===== src/rtl/sce_pkg.sv =====
package sce_pkg;

   // Input transaction payload.
   typedef struct packed {
      logic               command;
      logic [7:0]         row_index;
      logic [5:0]         col_index;
      logic signed [31:0] write_value;
   } req_type;

   // Result transaction payload.
   typedef struct packed {
      logic [2:0]         status;
      logic signed [31:0] read_value;
      logic [8:0]         nonzero_count;
   } rsp_type;

   // Command codes.
   localparam logic CMD_READ  = 1'b0;
   localparam logic CMD_WRITE = 1'b1;

   // Result status codes.
   localparam logic [2:0] STAT_READ_ZERO   = 3'd0;
   localparam logic [2:0] STAT_READ_FOUND  = 3'd1;
   localparam logic [2:0] STAT_UNCHANGED   = 3'd2;
   localparam logic [2:0] STAT_OVERWRITTEN = 3'd3;
   localparam logic [2:0] STAT_INSERTED    = 3'd4;
   localparam logic [2:0] STAT_REMOVED     = 3'd5;
   localparam logic [2:0] STAT_RANGE       = 3'd6;
   localparam logic [2:0] STAT_FULL        = 3'd7;

   // Configuration register indexes.
   localparam logic [1:0] CSR_ROWS_IN_USE = 2'd0;
   localparam logic [1:0] CSR_COLS_IN_USE = 2'd1;

   // Controller states.
   typedef enum logic [1:0] {
      S_IDLE,
      S_SCAN,
      S_DONE
   } state_type;

   // Rewrite applied to the chain for the rest of a pass.
   typedef enum logic [1:0] {
      ACT_NONE,
      ACT_OVERWRITE,
      ACT_INSERT,
      ACT_REMOVE
   } action_type;

endpackage


===== src/rtl/sce_cell.sv =====
module sce_cell
   import sce_pkg::*;
#(
   parameter int VALUE_BITS = 32
) (
   input  logic                  clock,
   input  logic                  shift_en,
   input  logic [VALUE_BITS-1:0] val_d,
   input  logic [7:0]            row_d,
   input  logic [5:0]            col_d,
   output logic [VALUE_BITS-1:0] val_q,
   output logic [7:0]            row_q,
   output logic [5:0]            col_q
);

   logic [VALUE_BITS-1:0] val_ff, val_in;
   logic [7:0]            row_ff, row_in;
   logic [5:0]            col_ff, col_in;

   // Take the neighbor's entry on a shift, otherwise hold.
   always_comb begin
      val_in = shift_en ? val_d : val_ff;
      row_in = shift_en ? row_d : row_ff;
      col_in = shift_en ? col_d : col_ff;
   end

   always_ff @(posedge clock) begin
      val_ff <= val_in;
      row_ff <= row_in;
      col_ff <= col_in;
   end

   assign val_q = val_ff;
   assign row_q = row_ff;
   assign col_q = col_ff;

endmodule

===== config.mk =====
export PLATFORM = sky130hd
export DESIGN_NAME = sce_cell
export DESIGN_NICKNAME = d
export VERILOG_FILES = /design/src/rtl/sce_pkg.sv /design/src/rtl/sce_cell.sv
export SDC_FILE = /design/constraint.sdc
export NUM_CORES = 1
export LEC_CHECK = 0
export BUFFER_PORTS_ARGS = -buffer_cell sky130_fd_sc_hd__buf_2
export CAP_MARGIN = 25
export CELL_PAD_IN_SITES_DETAIL_PLACEMENT = 1
export CELL_PAD_IN_SITES_GLOBAL_PLACEMENT = 1
export CORE_ASPECT_RATIO = 2
export CORE_UTILIZATION = 34
export CTS_CLUSTER_DIAMETER = 150
export DETAILED_ROUTE_END_ITERATION = 16
export HOLD_SLACK_MARGIN = 0.15
export PLACE_DENSITY_LB_ADDON = 0.08
export SYNTH_ARGS = -nofsm -noshare
export SYNTH_HDL_FRONTEND = slang
export SYNTH_SLANG_ARGS = --single-unit

===== constraint.sdc =====
create_clock -name clock -period 0.8 [get_ports clock]
set_clock_uncertainty 0.15 [all_clocks]
set_input_delay 0.08 -clock clock [delete_from_list [all_inputs] [get_ports clock]]
set_output_delay 0.08 -clock clock [all_outputs]
set_load 0.05 [all_outputs]

==> metrics.yaml, run 1 <==
drt:
  dr.pass1.iters: 2
  drtIter0Drc: 12
  vias: 867
  wl_per_cell_um: 15.6
  vias_per_cell: 4.36
  drc: 0
  detail-route-antenna-nets: 0
  wl_um: 3110
global_route:
  grt-ovfl-total: 0
  grt_pass1_vias: 998
  grt_antenna_before_repair: 0
  grt_pass1_wl_um: 4630
  grt_max_degree: 26
  gr-usage-all-layers_pct: 16.2
setup_path:
  worstSetupStartpointType: "flip-flop"
  cp_num_buf_inv: 1
  critical_path.max_fanout: 1
  slowest_stage: "edfxtp_1"
  cp-end-kind: "output pin"
  cp_top_family: "flip-flops"
  cp_data_required_time_ns: 0.57
  max_stage_delay_ns: 0.42
  worstSetupPathDepth: 1
  arrival_ns: 0.88
  crit_type: "reg2out"
  crit_chain: "buf_6"
power_and_ir_drop:
  power_density_nw_per_um2: 2350
  max-vdd-ir-drop_v: 0.00147
  leakagePower_nw: 0.971
final_layout:
  layoutNonFillerInstCount: 199
  final_cell_mix: "47 x buf_2, 46 x edfxtp_1, 46 x buf_6"
  multi_input_area_um2: 0
  multi_input_comb_cells: 0
  insertedDiodeCount: 0
  nNetsFinal: 196
  final_common_cell: "buf_2"
  design_area_um2: 2310
  fill_cells: 368
  drive_gt1_share_pct: 67.6
  syn_to_final_growth_pct: 67.6
  seqCellArea_um2: 1380
place:
  gp_congestion: 0.744
  dp_cells: 192
  place_area_um2: 1950
  dp_worst_setup_slack_ns: -0.0641
  port_buffers: 93
yosys:
  syn_avg_cell_area_um2: 30.0
  syn_inst: 46
  synth_seq_area_share_pct: 100
  synthDistinctLibCells: 1
  yosysWarnings: 0
  synth_area_um2: 1380
  synth_nets: 94
  ys_ff_latch: 46
floorplan:
  coreArea_um2: 3880
  start_util_pct: 35.6
  fp.dieW_um: 47.1
  dieArea_um2: 4340
  ios: 94
  rows: 32
  die_y_um: 92.1
clock_network:
  cts.clk_slew.worst_paths_ns: 0.07
  cts_sinks: 46
  htree_levels: 2
  numCtsBuffers: 5
  ctsRootBufferMaster: "clkbuf_8"
  cts_tree: "built"
  cts_setup_buffers: 0
  clock_path_buffers: 2
min_path:
  min_path_type: "in2reg"
  hold_depth: 1
run_status:
  violations: "negative hold slack, negative setup slack"
  outcome: "finished, violations left"
sta:
  finalSetupViolations: 46
  fin_ws_ns: -0.308
  fin_crit_ns: 1.11
  drv_slew: 0
  period_share_pct: 138
  whs_ns: -0.182
  worstMarginPinSlew_ns: 0.135
  max_freq_mhz: 903
  rsz0062_at_grt: "yes"
  slew_headroom_pct: 91.0
  hold_viol_final: 46
run:
  drv_cap: 0
[timing repair]
item                       4_1_cts  5_1_grt
resized for setup               92        0
hold endpoints to repair        92       92
setup endpoints to repair       46       46
[cells by family (layout without fill, tap and decap cells)]
logic type             after synthesis  after routing  share of synthesized area (%)
flip-flops                          46             46                            100
buffers and inverters                0            102                              0
[layout make-up]
class                   instances  area share [%]
well taps                      51            2.76
clock buffers                   7            3.30
repair buffers                 95            34.3
flip-flops and latches         46            59.7
[where the power goes]
group          total (mW)  leakage [nW]  internal (mW)  switching (mW)
combinational        1.25         0.482          0.438           0.813
clock                1.24        0.0383          0.601           0.641
sequential           2.96         0.450           2.87          0.0883
total                5.45         0.971           3.91            1.54
[registers in the layout, indices dropped and copies added, names as in the netlist]
signal and cells:
col_q 6, row_q 8, val_q 32
[path summary, 6_finish.rpt]
path                                 from                   to  slack [ns]
worst max-delay path  val_q[21]$_DFFE_PP_            val_q[21]       -0.31
worst min-delay path            val_d[14]  val_q[14]$_DFFE_PP_       -0.18
[routing by layer]
layer | GRT usage, % | vias up | routed length (um)
li1 | - | 387 | -
met1 | 11.8 | 409 | 758
met2 | 32.5 | 62 | 2040
met3 | 4.53 | 9 | 218
met4 | 6.90 | 0 | 90
met5 | 0 | - | 0
[Yosys cell counts]
cell,count,share of area (%)
edfxtp_1,46,100
[per-stage QoR]
step	util (%)	TNS (ns)	total power, mW
3_3_place_gp	50.2	-2.34	3.98
5_1_grt	59.6	-13.92	5.63
2_1_floorplan	-	-1.41	3.64
6_report	59.6	-12.30	5.45
3_5_place_dp	50.2	-2.89	4.00
4_1_cts	59.6	-12.99	5.51
No activity file was read; power rests on OpenSTA's default activity.
==> inputs of run 2 (changes only) <==
==> constraint.sdc (replaced) <==
create_clock -name clock -period 0.8 [get_ports clock]
set_clock_uncertainty 0.15 [all_clocks]
set_input_delay 0 -clock clock [delete_from_list [all_inputs] [get_ports clock]]
set_output_delay 0 -clock clock [all_outputs]
set_load 0.05 [all_outputs]
==> run 2 against run 1 <==
Compared with the run above:
- the flow still finishes with violations (negative hold slack, negative setup slack)
- worst setup slack better by 0.048 ns
- via count is 28% higher
- non-clock buffer count is 46 higher
- critical path type unchanged
- largest cell class unchanged
- largest power group unchanged
==> metrics.yaml, run 2 (synthesized netlist as in run 1, its figures left out) <==
run_status:
  outcome: "finished, violations left"
  violations: "negative hold slack, negative setup slack"
setup_path:
  crit_type: "reg2out"
  critical_path.max_fanout: 1
  worstSetupStartpointType: "flip-flop"
  crit_chain: "buf_6"
  worstSetupPathDepth: 1
  cp_top_family: "flip-flops"
  cp_data_required_time_ns: 0.65
  max_stage_delay_ns: 0.44
  slowest_stage: "edfxtp_1"
  arrival_ns: 0.91
  cp_num_buf_inv: 1
  cp-end-kind: "output pin"
sta:
  finalSetupViolations: 47
  fin_ws_ns: -0.260
  hold_viol_final: 1
  whs_ns: -0.00615
  fin_tns_setup_ns: -9.55
  rsz0062_at_grt: "yes"
  fin_crit_ns: 1.06
  worstMarginPinSlew_ns: 0.142
  max_freq_mhz: 944
  slew_headroom_pct: 90.6
  period_share_pct: 132
  drv_slew: 0
clock_network:
  cts_sinks: 46
  cts_setup_buffers: 0
  clock_path_buffers: 2
  cts.clk_slew.worst_paths_ns: 0.08
  ctsHoldBuffers: 46
  numCtsBuffers: 5
  ctsRootBufferMaster: "clkbuf_8"
  cts_tree: "built"
  htree_levels: 2
min_path:
  whs_endpoint: "val_q[3]$_DFFE_PP_"
  hp-start: "val_d[3]"
  hold_depth: 2
  min_path_type: "in2reg"
global_route:
  grt_pass1_vias: 1280
  gr-usage-all-layers_pct: 24.4
  grt_pass1_wl_um: 6740
  grt_max_degree: 26
  grt-ovfl-total: 0
  grt_antenna_before_repair: 3
floorplan:
  die_y_um: 92.1
  rows: 32
  start_util_pct: 35.6
  fp.dieW_um: 47.1
  coreArea_um2: 3880
  ios: 94
  dieArea_um2: 4340
power_and_ir_drop:
  max-vdd-ir-drop_v: 0.00175
  leakagePower_nw: 1.17
  power_density_nw_per_um2: 2060
final_layout:
  fin_util_pct: 71.7
  layoutNonFillerInstCount: 248
  fill_cells: 346
  largest_reg_flops: 32
  nNetsFinal: 242
  multi_input_comb_cells: 0
  multi_input_area_um2: 0
  drive_gt1_share_pct: 51.5
  final_common_cell: "buf_2"
  final_cell_mix: "47 x buf_2, 46 x edfxtp_1, 46 x buf_6"
  syn_to_final_growth_pct: 102
  seqCellArea_um2: 1380
drt:
  drtIter0Drc: 12
  drc: 0
  dr.pass1.iters: 4
  vias: 1107
  wl_per_cell_um: 19.6
  vias_per_cell: 4.46
  wl_um: 4860
  detail-route-antenna-nets: 0
run:
  drv_cap: 0
place:
  port_buffers: 93
  dp_cells: 192
  gp_congestion: 0.744
-- run 2: cell types whose count changed in the layout (fill, tap and decap cells not counted) --
cell	delta
diode_2	+3
dlygate4sd3_1	+45
dlymetal6s4s_1	+1
-- run 2: per-stage QoR --
step / power, mW / setup WS (ns) / instance area [um^2]
after floorplan: 3.64 / 0.0494 / 1380
after global placement: 3.98 / 0.0228 / 1950
after detailed placement: 4.00 / 0.0159 / 1950
after CTS: 5.68 / -0.265 / 2780
after global routing: 5.91 / -0.291 / 2790
final: 5.73 / -0.260 / 2790
-- run 2: layout make-up --
cell class	count	share of cell area, %
antenna	3	0.270
tap	51	2.29
clock buffer	7	2.74
sequential	46	49.6
timing repair buffer	141	45.1
-- run 2: timing repair --
| action | CTS | global route |
|---|---|---|
| resized for setup | 92 | 1 |
| endpoints found under the setup margin | 46 | 47 |
| endpoints found under the hold margin | 92 | 47 |
-- run 2: worst max path at each step --
stage	to	startpoint	slack (ns)
2_1_floorplan	col_q[0]	col_q[0]$_DFFE_PP_	0.05
3_3_place_gp	col_q[4]$_DFFE_PP_	shift_en	0.02
3_5_place_dp	val_q[25]$_DFFE_PP_	shift_en	0.02
4_1_cts	val_q[21]	val_q[21]$_DFFE_PP_	-0.26
5_1_grt	val_q[13]	val_q[13]$_DFFE_PP_	-0.29
6_report	val_q[21]	val_q[21]$_DFFE_PP_	-0.26
-- run 2: report_power, final --
part | internal [mW] | switching (mW) | leakage (nW)
Combinational | 0.586 | 0.868 | 0.683
Clock | 0.602 | 0.703 | 0.0383
Sequential | 2.87 | 0.104 | 0.450
Total | 4.06 | 1.68 | 1.17
-- run 2: per-layer routing --
metal / global-route usage, % / share of wire (%) / vias to the layer above
li1: - / - / 483
met1: 21.4 / 28 / 534
met2: 42.6 / 60 / 76
met3: 9.25 / 7.4 / 14
met4: 14.5 / 4.1 / 0
met5: 0 / 0 / -
